--- src/design/calendar_date_offset_macros.svh ---
// ----------------------------------------------------------------------------
// calendar_date_offset_macros.svh
// Assertion macros for the calendar date offset block. Both forms expect
// clk and rst_n in scope.
// ----------------------------------------------------------------------------
`ifndef CALENDAR_DATE_OFFSET_MACROS_SVH
`define CALENDAR_DATE_OFFSET_MACROS_SVH

`ifndef SYNTHESIS

// property holds at every edge out of reset
`define CDO_ASSERT(lbl, prop, msg) \
    lbl: assert property (@(posedge clk) disable iff (!rst_n) (prop)) else $error(msg);

// pre at one edge implies post at the next edge
`define CDO_ASSERT_NEXT(lbl, pre, post, msg) \
    lbl: assert property (@(posedge clk) disable iff (!rst_n) (pre) |=> (post)) \
        else $error(msg);

`else

`define CDO_ASSERT(lbl, prop, msg)
`define CDO_ASSERT_NEXT(lbl, pre, post, msg)

`endif

`endif

--- src/design/cdo_pkg.sv ---
// ----------------------------------------------------------------------------
// cdo_pkg
// Types, codes and calendar helpers shared by the date offset block.
// ----------------------------------------------------------------------------
package cdo_pkg;

    localparam int YEAR_W  = 14;
    localparam int MONTH_W = 4;
    localparam int DAY_W   = 5;
    localparam int CNT_W   = 16;
    localparam int FUNC_W  = 2;
    localparam int STAT_W  = 2;
    localparam int CENT_W  = 7;   // century and year-in-century counters
    localparam int ACC_W   = 18;  // signed day accumulator

    localparam logic [FUNC_W-1:0] FUNC_ADD  = 2'd0;
    localparam logic [FUNC_W-1:0] FUNC_SUB  = 2'd1;
    localparam logic [FUNC_W-1:0] FUNC_LOAD = 2'd2;

    localparam logic [STAT_W-1:0] STAT_OK       = 2'd0;
    localparam logic [STAT_W-1:0] STAT_BAD_LOAD = 2'd1;
    localparam logic [STAT_W-1:0] STAT_RANGE    = 2'd2;

    localparam logic [YEAR_W-1:0]  YEAR_MIN   = 14'd1;
    localparam logic [YEAR_W-1:0]  YEAR_MAX   = 14'd9999;
    localparam logic [MONTH_W-1:0] MONTH_FIRST = 4'd1;
    localparam logic [MONTH_W-1:0] MONTH_LAST  = 4'd12;
    localparam logic [DAY_W-1:0]   DAY_FIRST   = 5'd1;
    localparam logic [CENT_W-1:0]  CENT_LAST   = 7'd99;
    localparam logic [CENT_W-1:0]  CENT_ONE    = 7'd1;
    localparam logic [8:0]         YEAR_DAYS      = 9'd365;
    localparam logic [8:0]         LEAP_YEAR_DAYS = 9'd366;
    localparam logic [6:0]         CENTURY        = 7'd100;

    typedef enum logic [3:0] {
        S_IDLE,
        S_DOY,
        S_OFS,
        S_YADD,
        S_YSUB,
        S_MWALK,
        S_LDIV,
        S_LCHK,
        S_FIN
    } cdo_state_t;

    typedef enum logic [3:0] {
        OP_NONE,
        OP_START,
        OP_DOY,
        OP_OFS,
        OP_YADD,
        OP_YSUB,
        OP_MWALK,
        OP_LDIV,
        OP_LCHK,
        OP_EMIT
    } cdo_op_t;

    typedef struct packed {
        cdo_op_t op;
    } cdo_ctl_t;

    typedef struct packed {
        logic last;  // loop of the current step is finished
        logic fail;  // move left the year range
        logic sub;   // word in progress is a subtract
    } cdo_flag_t;

    // year = 100*cent + rem; cent and rem each fit 0..99
    function automatic logic is_leap(input logic [CENT_W-1:0] cent,
                                     input logic [CENT_W-1:0] rem);
        is_leap = (rem[1:0] == 2'd0) && ((rem != '0) || (cent[1:0] == 2'd0));
    endfunction

    function automatic logic [DAY_W-1:0] month_len(input logic [MONTH_W-1:0] m,
                                                   input logic leap);
        case (m)
            4'd1, 4'd3, 4'd5, 4'd7, 4'd8, 4'd10, 4'd12: month_len = 5'd31;
            4'd4, 4'd6, 4'd9, 4'd11:                    month_len = 5'd30;
            4'd2:    month_len = leap ? 5'd29 : 5'd28;
            default: month_len = 5'd0;
        endcase
    endfunction

endpackage

--- src/design/cdo_ctrl.sv ---
// ----------------------------------------------------------------------------
// cdo_ctrl
// Sequencer: steps the shared datapath through one word and owns the
// handshake state of both channels.
// ----------------------------------------------------------------------------
module cdo_ctrl (
    input  logic                         clk,
    input  logic                         rst_n,
    input  logic                         cmd_valid,
    output logic                         cmd_stall,
    input  logic [cdo_pkg::FUNC_W-1:0]   func,
    output logic                         res_valid,
    input  logic                         res_stall,
    input  cdo_pkg::cdo_flag_t           flag,
    output cdo_pkg::cdo_ctl_t            ctl
);

    cdo_pkg::cdo_state_t state_reg, state_next;
    logic                res_valid_reg, res_valid_next;

    always_ff @(posedge clk or negedge rst_n)
    begin
        if (!rst_n)
        begin
            state_reg     <= cdo_pkg::S_IDLE;
            res_valid_reg <= 1'b0;
        end
        else
        begin
            state_reg     <= state_next;
            res_valid_reg <= res_valid_next;
        end
    end

    always_comb
    begin
        state_next = state_reg;
        ctl.op     = cdo_pkg::OP_NONE;
        case (state_reg)
            cdo_pkg::S_IDLE:
            begin
                if (cmd_valid)
                begin
                    ctl.op = cdo_pkg::OP_START;
                    case (func)
                        cdo_pkg::FUNC_LOAD: state_next = cdo_pkg::S_LDIV;
                        cdo_pkg::FUNC_ADD,
                        cdo_pkg::FUNC_SUB:  state_next = cdo_pkg::S_DOY;
                        default:            state_next = cdo_pkg::S_FIN;
                    endcase
                end
            end
            cdo_pkg::S_DOY:
            begin
                ctl.op = cdo_pkg::OP_DOY;
                if (flag.last)
                    state_next = cdo_pkg::S_OFS;
            end
            cdo_pkg::S_OFS:
            begin
                ctl.op     = cdo_pkg::OP_OFS;
                state_next = flag.sub ? cdo_pkg::S_YSUB : cdo_pkg::S_YADD;
            end
            cdo_pkg::S_YADD:
            begin
                ctl.op = cdo_pkg::OP_YADD;
                if (flag.fail)
                    state_next = cdo_pkg::S_FIN;
                else if (flag.last)
                    state_next = cdo_pkg::S_MWALK;
            end
            cdo_pkg::S_YSUB:
            begin
                ctl.op = cdo_pkg::OP_YSUB;
                if (flag.fail)
                    state_next = cdo_pkg::S_FIN;
                else if (flag.last)
                    state_next = cdo_pkg::S_MWALK;
            end
            cdo_pkg::S_MWALK:
            begin
                ctl.op = cdo_pkg::OP_MWALK;
                if (flag.last)
                    state_next = cdo_pkg::S_FIN;
            end
            cdo_pkg::S_LDIV:
            begin
                ctl.op = cdo_pkg::OP_LDIV;
                if (flag.last)
                    state_next = cdo_pkg::S_LCHK;
            end
            cdo_pkg::S_LCHK:
            begin
                ctl.op     = cdo_pkg::OP_LCHK;
                state_next = cdo_pkg::S_FIN;
            end
            cdo_pkg::S_FIN:
            begin
                // wait for the output register to free up
                if (!res_valid_reg || !res_stall)
                begin
                    ctl.op     = cdo_pkg::OP_EMIT;
                    state_next = cdo_pkg::S_IDLE;
                end
            end
            default:
            begin
                state_next = cdo_pkg::S_IDLE;
            end
        endcase
    end

    always_comb
    begin
        if (ctl.op == cdo_pkg::OP_EMIT)
            res_valid_next = 1'b1;
        else if (res_valid_reg && !res_stall)
            res_valid_next = 1'b0;
        else
            res_valid_next = res_valid_reg;
    end

    assign cmd_stall = (state_reg != cdo_pkg::S_IDLE);
    assign res_valid = res_valid_reg;

endmodule

--- src/design/cdo_dp.sv ---
// ----------------------------------------------------------------------------
// cdo_dp
// Datapath: stored date, working registers and the one shared day adder
// that walks months and years and divides a loaded year by 100.
// ----------------------------------------------------------------------------
module cdo_dp (
    input  logic                          clk,
    input  logic                          rst_n,
    input  cdo_pkg::cdo_ctl_t             ctl,
    output cdo_pkg::cdo_flag_t            flag,
    input  logic [cdo_pkg::FUNC_W-1:0]    func,
    input  logic [cdo_pkg::CNT_W-1:0]     day_count,
    input  logic [cdo_pkg::YEAR_W-1:0]    new_year,
    input  logic [cdo_pkg::MONTH_W-1:0]   new_month,
    input  logic [cdo_pkg::DAY_W-1:0]     new_day,
    output logic [cdo_pkg::YEAR_W-1:0]    cur_year,
    output logic [cdo_pkg::MONTH_W-1:0]   cur_month,
    output logic [cdo_pkg::DAY_W-1:0]     cur_day,
    output logic [cdo_pkg::STAT_W-1:0]    status
);

    localparam int AW = cdo_pkg::ACC_W;
    localparam int CW = cdo_pkg::CENT_W;
    localparam logic [cdo_pkg::DAY_W-1:0] DAY_ONE = cdo_pkg::DAY_FIRST;

    // stored date, with the year also kept as century / year-in-century
    logic [cdo_pkg::YEAR_W-1:0]  year_reg, year_next;
    logic [CW-1:0]               cent_reg, cent_next;
    logic [CW-1:0]               yrem_reg, yrem_next;
    logic [cdo_pkg::MONTH_W-1:0] month_reg, month_next;
    logic [cdo_pkg::DAY_W-1:0]   day_reg, day_next;

    // captured word
    logic [cdo_pkg::FUNC_W-1:0]  func_reg, func_next;
    logic [cdo_pkg::CNT_W-1:0]   cnt_reg, cnt_next;
    logic [cdo_pkg::YEAR_W-1:0]  ny_reg, ny_next;
    logic [cdo_pkg::MONTH_W-1:0] nm_reg, nm_next;
    logic [cdo_pkg::DAY_W-1:0]   nd_reg, nd_next;

    // working date
    logic [cdo_pkg::YEAR_W-1:0]  wy_reg, wy_next;
    logic [CW-1:0]               wq_reg, wq_next;
    logic [CW-1:0]               wr_reg, wr_next;
    logic [cdo_pkg::MONTH_W-1:0] wm_reg, wm_next;
    logic signed [AW-1:0]        wn_reg, wn_next;
    logic [cdo_pkg::STAT_W-1:0]  stat_reg, stat_next;

    // result register
    logic [cdo_pkg::YEAR_W-1:0]  oy_reg, oy_next;
    logic [cdo_pkg::MONTH_W-1:0] om_reg, om_next;
    logic [cdo_pkg::DAY_W-1:0]   od_reg, od_next;
    logic [cdo_pkg::STAT_W-1:0]  os_reg, os_next;

    // shared adder
    logic [AW-1:0]               add_b;
    logic                        add_sub;
    logic signed [AW-1:0]        add_sum;
    logic                        sum_neg;

    logic                        leap_w, leap_p, leap_ld, load_ok;
    logic [CW-1:0]               pq, pr;
    logic [cdo_pkg::DAY_W-1:0]   mlen_w, mlen_ld;
    logic [8:0]                  ylen_w, ylen_p;

    always_ff @(posedge clk or negedge rst_n)
    begin
        if (!rst_n)
        begin
            year_reg  <= cdo_pkg::YEAR_MIN;
            cent_reg  <= '0;
            yrem_reg  <= cdo_pkg::CENT_ONE;
            month_reg <= cdo_pkg::MONTH_FIRST;
            day_reg   <= cdo_pkg::DAY_FIRST;
        end
        else
        begin
            year_reg  <= year_next;
            cent_reg  <= cent_next;
            yrem_reg  <= yrem_next;
            month_reg <= month_next;
            day_reg   <= day_next;
        end
    end

    always_ff @(posedge clk)
    begin
        func_reg <= func_next;
        cnt_reg  <= cnt_next;
        ny_reg   <= ny_next;
        nm_reg   <= nm_next;
        nd_reg   <= nd_next;
        wy_reg   <= wy_next;
        wq_reg   <= wq_next;
        wr_reg   <= wr_next;
        wm_reg   <= wm_next;
        wn_reg   <= wn_next;
        stat_reg <= stat_next;
        oy_reg   <= oy_next;
        om_reg   <= om_next;
        od_reg   <= od_next;
        os_reg   <= os_next;
    end

    // calendar lookups on the working year, on the year before it and on the date to load
    always_comb
    begin
        pq      = (wr_reg == '0) ? wq_reg - cdo_pkg::CENT_ONE : wq_reg;
        pr      = (wr_reg == '0) ? cdo_pkg::CENT_LAST : wr_reg - cdo_pkg::CENT_ONE;
        leap_w  = cdo_pkg::is_leap(wq_reg, wr_reg);
        leap_p  = cdo_pkg::is_leap(pq, pr);
        ylen_w  = leap_w ? cdo_pkg::LEAP_YEAR_DAYS : cdo_pkg::YEAR_DAYS;
        ylen_p  = leap_p ? cdo_pkg::LEAP_YEAR_DAYS : cdo_pkg::YEAR_DAYS;
        mlen_w  = cdo_pkg::month_len(wm_reg, leap_w);
        leap_ld = cdo_pkg::is_leap(wq_reg, wn_reg[CW-1:0]);
        mlen_ld = cdo_pkg::month_len(nm_reg, leap_ld);
        load_ok = (ny_reg >= cdo_pkg::YEAR_MIN) && (ny_reg <= cdo_pkg::YEAR_MAX) &&
                  (nd_reg != '0) && (nd_reg <= mlen_ld);
    end

    // operand select for the shared adder
    always_comb
    begin
        add_b   = '0;
        add_sub = 1'b0;
        case (ctl.op)
            cdo_pkg::OP_DOY:   add_b = AW'(mlen_w);
            cdo_pkg::OP_OFS:
            begin
                add_b   = AW'(cnt_reg);
                add_sub = (func_reg == cdo_pkg::FUNC_SUB);
            end
            cdo_pkg::OP_YADD:
            begin
                add_b   = AW'(ylen_w);
                add_sub = 1'b1;
            end
            cdo_pkg::OP_YSUB:  add_b = AW'(ylen_p);
            cdo_pkg::OP_MWALK:
            begin
                add_b   = AW'(mlen_w);
                add_sub = 1'b1;
            end
            cdo_pkg::OP_LDIV:
            begin
                add_b   = AW'(cdo_pkg::CENTURY);
                add_sub = 1'b1;
            end
            default:
            begin
                add_b   = '0;
                add_sub = 1'b0;
            end
        endcase
        add_sum = wn_reg + $signed(add_b ^ {AW{add_sub}}) + $signed(AW'(add_sub));
        sum_neg = add_sum[AW-1];
    end

    // loop exit and failure flags for the sequencer
    always_comb
    begin
        flag.last = 1'b1;
        flag.fail = 1'b0;
        flag.sub  = (func_reg == cdo_pkg::FUNC_SUB);
        case (ctl.op)
            cdo_pkg::OP_DOY:   flag.last = !(wm_reg < month_reg);
            cdo_pkg::OP_YADD:
            begin
                flag.last = sum_neg;
                flag.fail = !sum_neg && (wy_reg == cdo_pkg::YEAR_MAX);
            end
            cdo_pkg::OP_YSUB:
            begin
                flag.last = !wn_reg[AW-1];
                flag.fail = wn_reg[AW-1] && (wy_reg == cdo_pkg::YEAR_MIN);
            end
            cdo_pkg::OP_MWALK: flag.last = (wm_reg == cdo_pkg::MONTH_LAST) || sum_neg;
            cdo_pkg::OP_LDIV:  flag.last = sum_neg;
            default:           flag.last = 1'b1;
        endcase
    end

    always_comb
    begin
        year_next  = year_reg;
        cent_next  = cent_reg;
        yrem_next  = yrem_reg;
        month_next = month_reg;
        day_next   = day_reg;
        func_next  = func_reg;
        cnt_next   = cnt_reg;
        ny_next    = ny_reg;
        nm_next    = nm_reg;
        nd_next    = nd_reg;
        wy_next    = wy_reg;
        wq_next    = wq_reg;
        wr_next    = wr_reg;
        wm_next    = wm_reg;
        wn_next    = wn_reg;
        stat_next  = stat_reg;
        oy_next    = oy_reg;
        om_next    = om_reg;
        od_next    = od_reg;
        os_next    = os_reg;
        case (ctl.op)
            cdo_pkg::OP_START:
            begin
                func_next = func;
                cnt_next  = day_count;
                ny_next   = new_year;
                nm_next   = new_month;
                nd_next   = new_day;
                stat_next = cdo_pkg::STAT_OK;
                wy_next   = year_reg;
                wq_next   = (func == cdo_pkg::FUNC_LOAD) ? '0 : cent_reg;
                wr_next   = yrem_reg;
                wm_next   = cdo_pkg::MONTH_FIRST;
                // load divides the new year by 100 in wn; moves start at the zero-based day of month
                wn_next   = (func == cdo_pkg::FUNC_LOAD) ? $signed(AW'(new_year))
                                                         : $signed(AW'(day_reg - DAY_ONE));
            end
            cdo_pkg::OP_DOY:
            begin
                if (!flag.last)
                begin
                    wn_next = add_sum;
                    wm_next = wm_reg + cdo_pkg::MONTH_FIRST;
                end
            end
            cdo_pkg::OP_OFS:
            begin
                wn_next = add_sum;
            end
            cdo_pkg::OP_YADD:
            begin
                if (flag.fail)
                    stat_next = cdo_pkg::STAT_RANGE;
                else if (flag.last)
                    wm_next = cdo_pkg::MONTH_FIRST;
                else
                begin
                    wn_next = add_sum;
                    wy_next = wy_reg + cdo_pkg::YEAR_MIN;
                    if (wr_reg == cdo_pkg::CENT_LAST)
                    begin
                        wr_next = '0;
                        wq_next = wq_reg + cdo_pkg::CENT_ONE;
                    end
                    else
                        wr_next = wr_reg + cdo_pkg::CENT_ONE;
                end
            end
            cdo_pkg::OP_YSUB:
            begin
                if (flag.fail)
                    stat_next = cdo_pkg::STAT_RANGE;
                else if (flag.last)
                    wm_next = cdo_pkg::MONTH_FIRST;
                else
                begin
                    wn_next = add_sum;
                    wy_next = wy_reg - cdo_pkg::YEAR_MIN;
                    wq_next = pq;
                    wr_next = pr;
                end
            end
            cdo_pkg::OP_MWALK:
            begin
                if (flag.last)
                begin
                    year_next  = wy_reg;
                    cent_next  = wq_reg;
                    yrem_next  = wr_reg;
                    month_next = wm_reg;
                    day_next   = wn_reg[cdo_pkg::DAY_W-1:0] + DAY_ONE;
                end
                else
                begin
                    wn_next = add_sum;
                    wm_next = wm_reg + cdo_pkg::MONTH_FIRST;
                end
            end
            cdo_pkg::OP_LDIV:
            begin
                if (!flag.last)
                begin
                    wn_next = add_sum;
                    wq_next = wq_reg + cdo_pkg::CENT_ONE;
                end
            end
            cdo_pkg::OP_LCHK:
            begin
                if (load_ok)
                begin
                    year_next  = ny_reg;
                    cent_next  = wq_reg;
                    yrem_next  = wn_reg[CW-1:0];
                    month_next = nm_reg;
                    day_next   = nd_reg;
                end
                else
                    stat_next = cdo_pkg::STAT_BAD_LOAD;
            end
            cdo_pkg::OP_EMIT:
            begin
                oy_next = year_reg;
                om_next = month_reg;
                od_next = day_reg;
                os_next = stat_reg;
            end
            default:
            begin
                stat_next = stat_reg;
            end
        endcase
    end

    assign cur_year  = oy_reg;
    assign cur_month = om_reg;
    assign cur_day   = od_reg;
    assign status    = os_reg;

endmodule

--- src/design/calendar_date_offset.sv ---
// ----------------------------------------------------------------------------
// calendar_date_offset
// Keeps one Gregorian date; loads it, or moves it by a day count.
// A move runs the month sum, a walk of one year per step and the month walk,
// all on the shared day adder; a load runs the divide-by-100 loop, for years
// 1..9999 and for out-of-range years alike.
// One word at a time: cmd_stall stays high until the result is registered.
// Reset: date 0001-01-01, no result pending.
// ----------------------------------------------------------------------------
`include "calendar_date_offset_macros.svh"

module calendar_date_offset (
    input  logic                          clk,
    input  logic                          rst_n,
    input  logic                          cmd_valid,
    output logic                          cmd_stall,
    input  logic [cdo_pkg::FUNC_W-1:0]    func,
    input  logic [cdo_pkg::CNT_W-1:0]     day_count,
    input  logic [cdo_pkg::YEAR_W-1:0]    new_year,
    input  logic [cdo_pkg::MONTH_W-1:0]   new_month,
    input  logic [cdo_pkg::DAY_W-1:0]     new_day,
    output logic                          res_valid,
    input  logic                          res_stall,
    output logic [cdo_pkg::YEAR_W-1:0]    cur_year,
    output logic [cdo_pkg::MONTH_W-1:0]   cur_month,
    output logic [cdo_pkg::DAY_W-1:0]     cur_day,
    output logic [cdo_pkg::STAT_W-1:0]    status
);

    cdo_pkg::cdo_ctl_t  ctl;
    cdo_pkg::cdo_flag_t flag;

    cdo_ctrl u_ctrl (
        .clk       (clk),
        .rst_n     (rst_n),
        .cmd_valid (cmd_valid),
        .cmd_stall (cmd_stall),
        .func      (func),
        .res_valid (res_valid),
        .res_stall (res_stall),
        .flag      (flag),
        .ctl       (ctl)
    );

    cdo_dp u_dp (
        .clk       (clk),
        .rst_n     (rst_n),
        .ctl       (ctl),
        .flag      (flag),
        .func      (func),
        .day_count (day_count),
        .new_year  (new_year),
        .new_month (new_month),
        .new_day   (new_day),
        .cur_year  (cur_year),
        .cur_month (cur_month),
        .cur_day   (cur_day),
        .status    (status)
    );

    // busy right after taking a word
    `CDO_ASSERT_NEXT(a_busy_after_accept, cmd_valid && !cmd_stall, cmd_stall, "not busy after accept")

    // a result always carries a legal date
    `CDO_ASSERT(a_res_date_legal, !res_valid || (cur_month >= cdo_pkg::MONTH_FIRST && cur_month <= cdo_pkg::MONTH_LAST && cur_day != '0 && cur_year >= cdo_pkg::YEAR_MIN && cur_year <= cdo_pkg::YEAR_MAX), "illegal date on result")

    // the sequencer only emits from the result stage, never while accepting
    `CDO_ASSERT(a_emit_not_idle, !(ctl.op == cdo_pkg::OP_EMIT && !cmd_stall), "emit while idle")

endmodule
--- config.mk ---
export PLATFORM = sky130hd
export DESIGN_NAME = calendar_date_offset
export DESIGN_NICKNAME = d
export VERILOG_FILES = /design/src/design/cdo_pkg.sv /design/src/design/cdo_ctrl.sv /design/src/design/cdo_dp.sv /design/src/design/calendar_date_offset.sv
export VERILOG_INCLUDE_DIRS = /design/src /design/src/design
export SDC_FILE = /design/constraint.sdc
export NUM_CORES = 1
export LEC_CHECK = 0
export BUFFER_PORTS_ARGS = -buffer_cell sky130_fd_sc_hd__clkbuf_2
export CORE_ASPECT_RATIO = 0.6
export CORE_MARGIN = 2
export CORE_UTILIZATION = 50
export CTS_CLUSTER_DIAMETER = 120
export CTS_CLUSTER_SIZE = 12
export DETAILED_ROUTE_END_ITERATION = 12
export MAX_ROUTING_LAYER = met4
export PLACE_DENSITY_LB_ADDON = 0.3
export SLEW_MARGIN = 20
export SYNTH_ARGS = -nofsm -noshare
export SYNTH_HDL_FRONTEND = slang
export SYNTH_SLANG_ARGS = --single-unit
--- constraint.sdc ---
create_clock -name clk -period 7.1 [get_ports clk]
set_clock_uncertainty 0.2 [all_clocks]
set_input_delay 1.42 -clock clk [delete_from_list [all_inputs] [get_ports clk]]
set_output_delay 1.42 -clock clk [all_outputs]
set_load 0.05 [all_outputs]
# Word level (Yosys, flattened, before mapping)
# Cells that the tools add are included.
# word_totals
regBits	160
latchBits	0
ramBits	0
mem_bits_ro	0
input_bits	45
output_inout_bits	27
wordCells	236
mem_count	0
# classes
n_addsub	11
n_mul	0
div	0
n_lt_le_gt_ge	4
eq_ne	67
n_shift	0
muxes	72
bitwise	1
reduce_logical	58
# op_table
cell	count
7-bit 2-to-1 mux	18
14-bit 2-to-1 mux	6
16-bit case mux with 5 select lines	1
18-bit case mux with 4 select lines	1
4-bit by 3-bit equality test with 1-bit output, second input constant	16
18-bit 2-to-1 mux	3
4-bit equality test, second input constant	13
4-bit 2-to-1 mux	13
14-bit case mux with 3 select lines	1
4-bit case mux with 9 select lines	1
4-bit by 2-bit equality test with 1-bit output, second input constant	8
4-bit case mux with 8 select lines	1
5-bit case mux with 3 select lines	2
14-bit case mux with 2 select lines	1
7-bit case mux with 2 select lines	2
7-bit case mux with 4 select lines	1
2-bit inequality test, second input constant	13
7-bit case mux with 3 select lines	1
7-bit nonzero test	3
18-bit adder	1
18-bit by 2-bit adder with 18-bit output	1
16-bit by 18-bit XOR with 18-bit output	1
4-bit by 1-bit equality test with 1-bit output, second input constant	4
4-bit case mux with 2 select lines	2
other kinds (48)	99

# Logic depth before layout (Yosys ltp)
# Gate-level depths: netlist of the first run.
# depth
word_depth	15
ltp_mapped	23
depth_no_buf	23

# Cells and area by module
# From an unflattened synthesis of the first run, not the netlist that was laid out.
# hier_totals
cells_unflattened	834
area_unflattened_um2	9071.2
# by_module_without_submodules
mod	instances	cells_per_inst	area_per_inst_um2	seq_area_each_um2
cdo_dp	1	774	8577.0	4199.0
cdo_ctrl	1	60	494.2	125.1

# Worst setup path before layout of the first run
# Ideal clock, no wire load.
# synth_path
kind	register to register
start	register u_ctrl.state_reg[1]
end	register u_dp.wn_reg[0], enable pin
setup_ps	416
arrival_time_ps	5168
t_required_ps	6484
slack_ps	1316
path_stages_with_launch	18
path_buffers	3
period_less_slack_ps	5784
path_cell_list	dfrtp_1 > clkbuf_1 > a31o_2 > nor3_1 > buf_1 > clkbuf_1 > xnor2_1 > ha_1 > a21o_1 > a21o_1 > a21oi_1 > o21bai_1 > a21o_1 > a211oi_1 > o21ai_2 > xnor2_2 > o32ai_1 > nor3_1
# synth_via
elab_chain_cells	13
word_cells_on_any_way	32
classes_between	add/sub: 2; eq/ne: 16; mux: 4; bitwise: 1; reduce/logical: 9
# synth_rtl
element	line	rtl
start, declared	cdo_ctrl.sv:18	cdo_pkg::cdo_state_t state_reg, state_next;
start signal, assigned	cdo_ctrl.sv:25	state_reg <= cdo_pkg::S_IDLE;
start signal, assigned	cdo_ctrl.sv:30	state_reg <= state_next;
4-bit equality test, or another cell as far along	cdo_ctrl.sv:39	case (state_reg)
4-bit case mux with 9 select lines *	cdo_ctrl.sv:39	
4-bit by 2-bit equality test with 1-bit output or 4-bit by 3-bit equality test with 1-bit output (tied branches)	cdo_dp.sv:125, cdo_dp.sv:164, cdo_dp.sv:204	
2-bit OR reduction (no line) or 3-bit OR reduction (tied branches)	-	
16-bit case mux with 5 select lines or 1-bit case mux with 2 select lines (tied branches)	cdo_dp.sv:125	case (ctl.op)
16-bit by 18-bit XOR with 18-bit output	cdo_dp.sv:154	add_sum = wn_reg + $signed(add_b ^ {AW{add_sub}}) + $signed(AW'(add_sub));
18-bit adder	cdo_dp.sv:154	
18-bit by 2-bit adder with 18-bit output	cdo_dp.sv:154	
1-bit zero test	cdo_dp.sv:169	flag.fail = !sum_neg && (wy_reg == cdo_pkg::YEAR_MAX);
1-bit logical AND	cdo_dp.sv:169	
1-bit case mux with 2 select lines	cdo_dp.sv:164	case (ctl.op)
2-bit inequality test (no line)	-	
2-bit AND reduction (no line) *	-	
end signal, assigned	cdo_dp.sv:96	wn_reg <= wn_next;
end, declared	cdo_dp.sv:45	logic signed [AW-1:0] wn_reg, wn_next;
# Mark *: on every way between the ends. The rest lies on a longest branch, timed or not.
# A chain may end at the register's enable or synchronous reset.

# Final worst setup path of the first run
# layout_path
start	register u_ctrl.state_reg[3]
end	register u_dp.day_reg[4] in the netlist's numbering
# layout_via
elab_chain_cells	12
word_cells_on_any_way	32
classes_between	add/sub: 2; eq/ne: 17; mux: 5; bitwise: 1; reduce/logical: 7
# layout_rtl
element	line	rtl
4-bit equality test, or another cell as far along	cdo_ctrl.sv:39	
4-bit case mux with 9 select lines *	cdo_ctrl.sv:39	
4-bit by 2-bit equality test with 1-bit output, or another cell as far along	cdo_dp.sv:125, cdo_dp.sv:164	
2-bit OR reduction (no line) or 3-bit OR reduction (tied branches)	-	
16-bit case mux with 5 select lines or 1-bit case mux with 2 select lines (tied branches)	cdo_dp.sv:125	
16-bit by 18-bit XOR with 18-bit output	cdo_dp.sv:154	
18-bit adder	cdo_dp.sv:154	
18-bit by 2-bit adder with 18-bit output	cdo_dp.sv:154	
1-bit logical OR	cdo_dp.sv:176	cdo_pkg::OP_MWALK: flag.last = (wm_reg == cdo_pkg::MONTH_LAST) || sum_neg;
1-bit case mux with 4 select lines	cdo_dp.sv:164	
2-bit inequality test (no line)	-	
3-bit AND reduction (no line)	-	
end signal, assigned	cdo_dp.sv:73	day_reg <= cdo_pkg::DAY_FIRST;
end signal, assigned	cdo_dp.sv:81	day_reg <= day_next;
end, declared	cdo_dp.sv:31	logic [cdo_pkg::DAY_W-1:0] day_reg, day_next;
# Marked as above.

==> impl_metrics.py, run 1 <==
metrics = {
    "die": {
        "start_util_pct": 50.6,
        "rows": 38,
        "die_y_um": 108,
        "die_area_sq_mm": 0.0192,
        "ios": 72,
        "die_x_um": 178,
        "coreArea_sq_mm": 0.0179,
    },
    "cts": {
        "cts_hold_buf": 0,
        "insertion_delay_ps": 450,
        "cts_tree": "done",
        "ctsResizeCount": 0,
        "cts.sinks": 150,
        "post_cts_buffers": 0,
        "cts_root_buffer": "clkbuf_16",
        "clk_pin_slew_ps": 60,
        "cts_inserted_buffers": 17,
        "htree_levels": 4,
        "clk_path_buf_depth": 2,
    },
    "routing": {
        "vias_per_cell": 6.11,
        "route.vias.total": 7269,
        "dr.pass1.iters": 6,
        "route.detailed.drc": 0,
        "wl_per_cell_um": 20.7,
        "ant_nets": 0,
        "drt_iter0_markers": 908,
        "wirelength_um": 24600,
    },
    "synthesis": {
        "async_flop_share_pct": 24.7,
        "yosys_warnings": 0,
        "synth_enable_flop_cells": 113,
        "synth_fp_nets": 960,
        "avgSynthCellArea_sq_um": 10.3,
        "synthFlopType": "edfxtp_1",
        "yosysSeqAreaShare_pct": 47.8,
        "ys_seq_elements": 150,
        "netlist_instances": 875,
        "synth.distinct_cells": 74,
        "syn_area_sq_mm": 0.00905,
    },
    "final_layout": {
        "final_common_cell": "nand2_1",
        "most-common-layout-cells": "125 x nand2_1, 113 x edfxtp_1, 70 x clkbuf_2, 53 x nor2_1, 52 x a21oi_1",
        "layout-drive-gt1-share_pct": 18.5,
        "area_delta_synth_final_pct": 13.3,
        "diodes": 0,
        "largest_register_ffs": 18,
        "fillCellCount": 1502,
        "nets": 1022,
    },
    "timing": {
        "fin_tns_setup_ps": 0,
        "setup-violations-final": 0,
        "hold_violations": 0,
        "worstMarginPinSlew_ps": 1080,
        "post-route-period-util_pct": 79.1,
        "period_needed_ps": 5610,
        "maxSlewHeadroom_pct": 28.0,
        "rsz0062_at_grt": "false",
        "max_freq_mhz": 178,
        "maxSlewViolCount": 0,
    },
    "power": {
        "power_density_mw_per_mm2": 595,
        "peakVddDrop_mv": 0.322,
        "leakage_nw": 4.15,
        "p_total_mw": 6.10,
    },
    "setup_path": {
        "critPathLaunch": "u_ctrl.state_reg[3]",
        "cp_max_fo": 32,
        "start_kind": "register",
        "end_kind": "register",
        "crit_arrival_ps": 5740,
        "critPathRequiredTime_ps": 7220,
        "r2r_start": "u_ctrl.state_reg[3]",
        "criticalPathCategory": "register to register",
    },
    "global_routing": {
        "grt_start_max_net_pins": 43,
        "grt-ovfl-total": 0,
        "grt_pass1_vias": 6580,
        "antenna_found_initial": 1,
        "grt.busiest_layer": "met1",
        "grt_use_met1_pct": 42.4,
        "grt_use_met3_pct": 7.74,
        "grt_first_pass_wirelength_um": 38300,
        "grt_usage_pct": 27.7,
        "grtUsageMet2_pct": 35.1,
    },
    "run": {
        "maxCapViolations": 0,
    },
    "placed_design": {
        "io_buffers": 71,
        "gp_congestion": 0.918,
        "dp_hpwl_um": 17700,
    },
    "min_path": {
        "hp-class": "register to register",
        "hold_start": "u_dp.stat_reg[0]",
    },
    "status": {
        "status": "completed",
    },
}
path summary, 6_finish.rpt:
check | endpoint | slack, ps | cells after the start
hold reg to reg | u_dp.status[0] | 220 | 0
setup / recovery | u_dp.day_reg[4] | 1490 | 18
setup reg to reg | u_dp.day_reg[4] | 1490 | 18
min in group asynchronous | u_ctrl.res_valid | 770 | 1
max in group asynchronous | u_dp.day_reg[2] | 5530 | 1
hold / removal | u_dp.status[0] | 220 | 0
where the power goes:
part	internal [mW]	total [mW]	switching [mW]
Clock	0.523	0.900	0.377
Sequential	1.48	1.91	0.426
Combinational	1.34	3.29	1.95
Total	3.35	6.10	2.75
worst max-delay path, cell delays in order (launching register included):
cell	delay (ps)
dfrtp_1	590
nor2_1	340
and3_1	620
buf_4	270
nand2_1	80
xnor2_1	180
ha_1	270
a21o_1	170
a21o_1	160
a21oi_1	270
o21bai_1	110
a21o_1	180
a211oi_1	300
o21ai_2	170
xnor2_2	240
a31o_4	260
a21oi_4	120
buf_4	530
mux2_2	400
synthesized netlist by cell type (4+ instances only):
cell type	count	area (sq um)
xor2_1	7	61.3
clkbuf_1	33	124
nand3_1	31	155
mux2i_1	12	120
nor2b_1	4	25.0
dfstp_2	4	105
a31oi_1	6	37.5
ha_1	39	488
nor3b_1	4	30.0
a21oi_1	53	265
o221ai_1	9	78.8
inv_1	37	139
nor3_1	20	100
xnor2_1	32	280
nand2b_1	9	56.3
o31ai_1	9	67.6
edfxtp_1	113	3390
buf_6	4	45.0
o21a_1	4	30.0
nor4_1	10	62.6
dfrtp_1	33	826
and2_1	4	25.0
nand2_1	125	469
a21o_1	7	52.6
or3_1	7	43.8
buf_2	5	25.0
nor2_1	53	199
a22o_1	9	78.8
a221o_1	11	110
nand4_1	6	37.5
o211ai_1	7	52.6
mux2_4	25	375
o21ai_0	47	235
and3_1	14	87.6
a211oi_1	22	165
per-layer routing:
layer / vias up / wire length, um
met5: - / 0
met4: 0 / 337
met3: 27 / 2100
met2: 364 / 9750
met1: 3483 / 12500
li1: 3395 / -
per-stage QoR:
stage          hold slack (ps)  instance area [sq um]  setup slack [ps]  instances  utilization, %
6_report                   219                  10300              1490       1190            57.3
5_1_grt                    240                  10300              1280       1190            57.3
4_1_cts                    220                  10200              1650       1190            57.3
3_5_place_dp               205                   9650              1690       1158            54.0
3_3_place_gp               201                   9650              1670       1158            54.0
2_1_floorplan              200                   9050              1320        875               -
final cells by class:
| cell class | instances | area [sq um] | area share (%) |
|---|---|---|---|
| inverters | 37 | 139 | 1.35 |
| well taps | 240 | 300 | 2.93 |
| multi-input cells | 643 | 4410 | 43.0 |
| repair buffers | 88 | 485 | 4.74 |
| clock inverters | 9 | 75.1 | 0.732 |
| flip-flops and latches | 150 | 4320 | 42.2 |
| clock buffers | 23 | 520 | 5.08 |
kinds of logic after synthesis:
kind of cell | after synthesis | synth area share (%)
xor+xnor | 40 | 3.95
mux | 41 | 6.10
buf+inv | 82 | 3.80
simple gates | 300 | 15.5
flops | 150 | 47.8
fa+ha+maj | 40 | 5.61
compound gates | 222 | 17.2
Note: power is estimated with default switching activity, not from simulation.
==> inputs of run 2 (changes only) <==
==> constraint.sdc (replaced) <==
create_clock -name clk -period 5.4 [get_ports clk]
set_clock_uncertainty 0.2 [all_clocks]
set_input_delay 1.08 -clock clk [delete_from_list [all_inputs] [get_ports clk]]
set_output_delay 1.08 -clock clk [all_outputs]
set_load 0.05 [all_outputs]
==> impl_metrics.py, run 2 (synthesis results as in run 1) <==
metrics = {
    "setup_path": {
        "path_buf_inv": 1,
        "criticalPathCategory": "register to register",
        "crit_arrival_ps": 5090,
        "slowest_stage": "or4_4",
        "crit_chain": "or4_4 > o31ai_4 > mux2i_2 > o31ai_1 > o2bb2ai_2 > inv_1 > fa_1 > nor2b_1 > o21ai_0 > a21oi_1 > o21ai_0 > a21oi_1 > o21ai_0 > a21o_1 > a211oi_1 > o31a_1 > nor3_1 > o31ai_1",
        "crit_top_cell": "o21ai_0",
        "max_stage_delay_ps": 640,
        "cp_top_family": "compound AO/OA/AOI/OAI gates",
        "critPathRequiredTime_ps": 5450,
        "cp_max_fo": 13,
        "end_kind": "register",
        "start_kind": "register",
    },
    "timing": {
        "worstMarginPinSlew_ps": 1080,
        "period_needed_ps": 5040,
        "fin_tns_setup_ps": 0,
        "timing.final.ws_setup_ps": 357,
        "hold_ws_ps": 231,
        "setup-violations-final": 0,
        "post-route-period-util_pct": 93.4,
        "hold_violations": 0,
        "maxSlewHeadroom_pct": 27.7,
        "maxSlewViolCount": 0,
        "max_freq_mhz": 198,
        "rsz0062_at_grt": "false",
    },
    "cts": {
        "htree_levels": 4,
        "clk_pin_slew_ps": 60,
        "clk_path_buf_depth": 2,
        "cts.sinks": 150,
        "insertion_delay_ps": 440,
        "cts_inserted_buffers": 17,
        "cts_root_buffer": "clkbuf_16",
        "cts_hold_buf": 0,
        "cts_tree": "done",
    },
    "die": {
        "coreArea_sq_mm": 0.0179,
        "rows": 38,
        "die_area_sq_mm": 0.0192,
        "ios": 72,
        "die_y_um": 108,
        "die_x_um": 178,
        "start_util_pct": 50.6,
    },
    "final_layout": {
        "diodes": 0,
        "layout-drive-gt1-share_pct": 20.2,
        "nets": 1034,
        "largest_register_ffs": 18,
        "area_delta_synth_final_pct": 15.1,
        "most-common-layout-cells": "125 x nand2_1, 113 x edfxtp_1, 71 x clkbuf_2, 53 x nor2_1, 52 x a21oi_1",
        "final_common_cell": "nand2_1",
    },
    "global_routing": {
        "grt_start_max_net_pins": 43,
        "antenna_found_initial": 0,
        "grt_pass1_vias": 6804,
        "grt-ovfl-total": 0,
        "grt_first_pass_wirelength_um": 39200,
        "grt_usage_pct": 28.8,
    },
    "run": {
        "maxCapViolations": 0,
    },
    "routing": {
        "route.vias.total": 7427,
        "vias_per_cell": 6.18,
        "wl_per_cell_um": 21.1,
        "wirelength_um": 25400,
        "route.detailed.drc": 0,
        "dr.pass1.iters": 6,
        "drt_iter0_markers": 1014,
        "ant_nets": 0,
    },
    "placed_design": {
        "dp_hpwl_um": 18400,
        "io_buffers": 71,
        "dp_slack_ps": 267,
        "gp_congestion": 1.00,
    },
    "power": {
        "power_density_mw_per_mm2": 795,
        "leakage_nw": 4.24,
        "peakVddDrop_mv": 0.331,
    },
    "min_path": {
        "hp-class": "register to register",
    },
    "status": {
        "status": "completed",
    },
}
==> run 2: cell count changes in the layout (fill, tap and decap cells not counted), sizes merged <==
| cell | previous run | this run |
|---|---|---|
| clkinvlp | 3 | 0 |
| buf | 18 | 29 |
| clkinv | 1 | 6 |
| inv | 42 | 39 |
| clkbuf | 93 | 92 |
| bufinv | 0 | 3 |
==> run 2: per-layer routing <==
layer,share of wire [%],wire length (um),vias to the layer above,global-route usage (%)
met4,1.9,491,0,9.89
li1,-,-,3405,-
met3,12,2950,36,9.67
met1,48,12100,3592,42.6
met5,0,0,-,-
met2,39,9870,394,36.0
==> run 2: timing repair <==
item                                    in CTS  in global routing
setup buffers                                0                  3
endpoints found under the setup margin       0                  2
gates resized for setup                      0                  7
==> run 2: path summary, 6_finish.rpt <==
kind,from,to,slack (ps),cells after the start
max,u_dp.wr_reg[2],u_dp.wn_reg[16],360,18
min,u_dp.stat_reg[0],u_dp.status[0],230,0
max reg2reg,u_dp.wr_reg[2],u_dp.wn_reg[16],360,18
min reg2reg,u_dp.stat_reg[0],u_dp.status[0],230,0
max in group asynchronous,rst_n,u_dp.year_reg[10],4050,2
min in group asynchronous,rst_n,u_ctrl.res_valid,530,2
==> run 2: area by class of cell <==
class                   instances  area [sq um]
flip-flops and latches        150          4320
inverters                      37           139
clock buffers                  21           460
fillers                      1526          7450
repair buffers                100           611
well taps                     240           300
multi-input cells             643          4440
clock inverters                11           149
==> run 2: report_power, final <==
part / internal (mW) / switching (mW) / total (mW)
registers: 1.95 / 0.534 / 2.49
logic: 1.88 / 2.68 / 4.56
clock network: 0.754 / 0.482 / 1.24
total: 4.59 / 3.70 / 8.28
==> run 2: worst reg2reg max path, stage by stage, from the launching register on <==
cell and delay (ps):
edfxtp_1 580, or4_4 640, o31ai_4 240, mux2i_2 390, o31ai_1 190, o2bb2ai_2 220, inv_1 80, fa_1 400
nor2b_1 130, o21ai_0 100, a21oi_1 210, o21ai_0 130, a21oi_1 210, o21ai_0 130, a21o_1 210, a211oi_1 290
o31a_1 210, nor3_1 60, o31ai_1 240
==> run 2: stage by stage <==
stage	cell area, sq um	utilization (%)	power, mW	instances
6_report	10400	58.3	8.28	1202
3_5_place_dp	9760	54.6	6.86	1167
3_3_place_gp	9760	54.6	6.83	1167
4_1_cts	10400	58.0	8.13	1199
2_1_floorplan	9060	-	5.62	875
5_1_grt	10400	58.3	8.85	1202
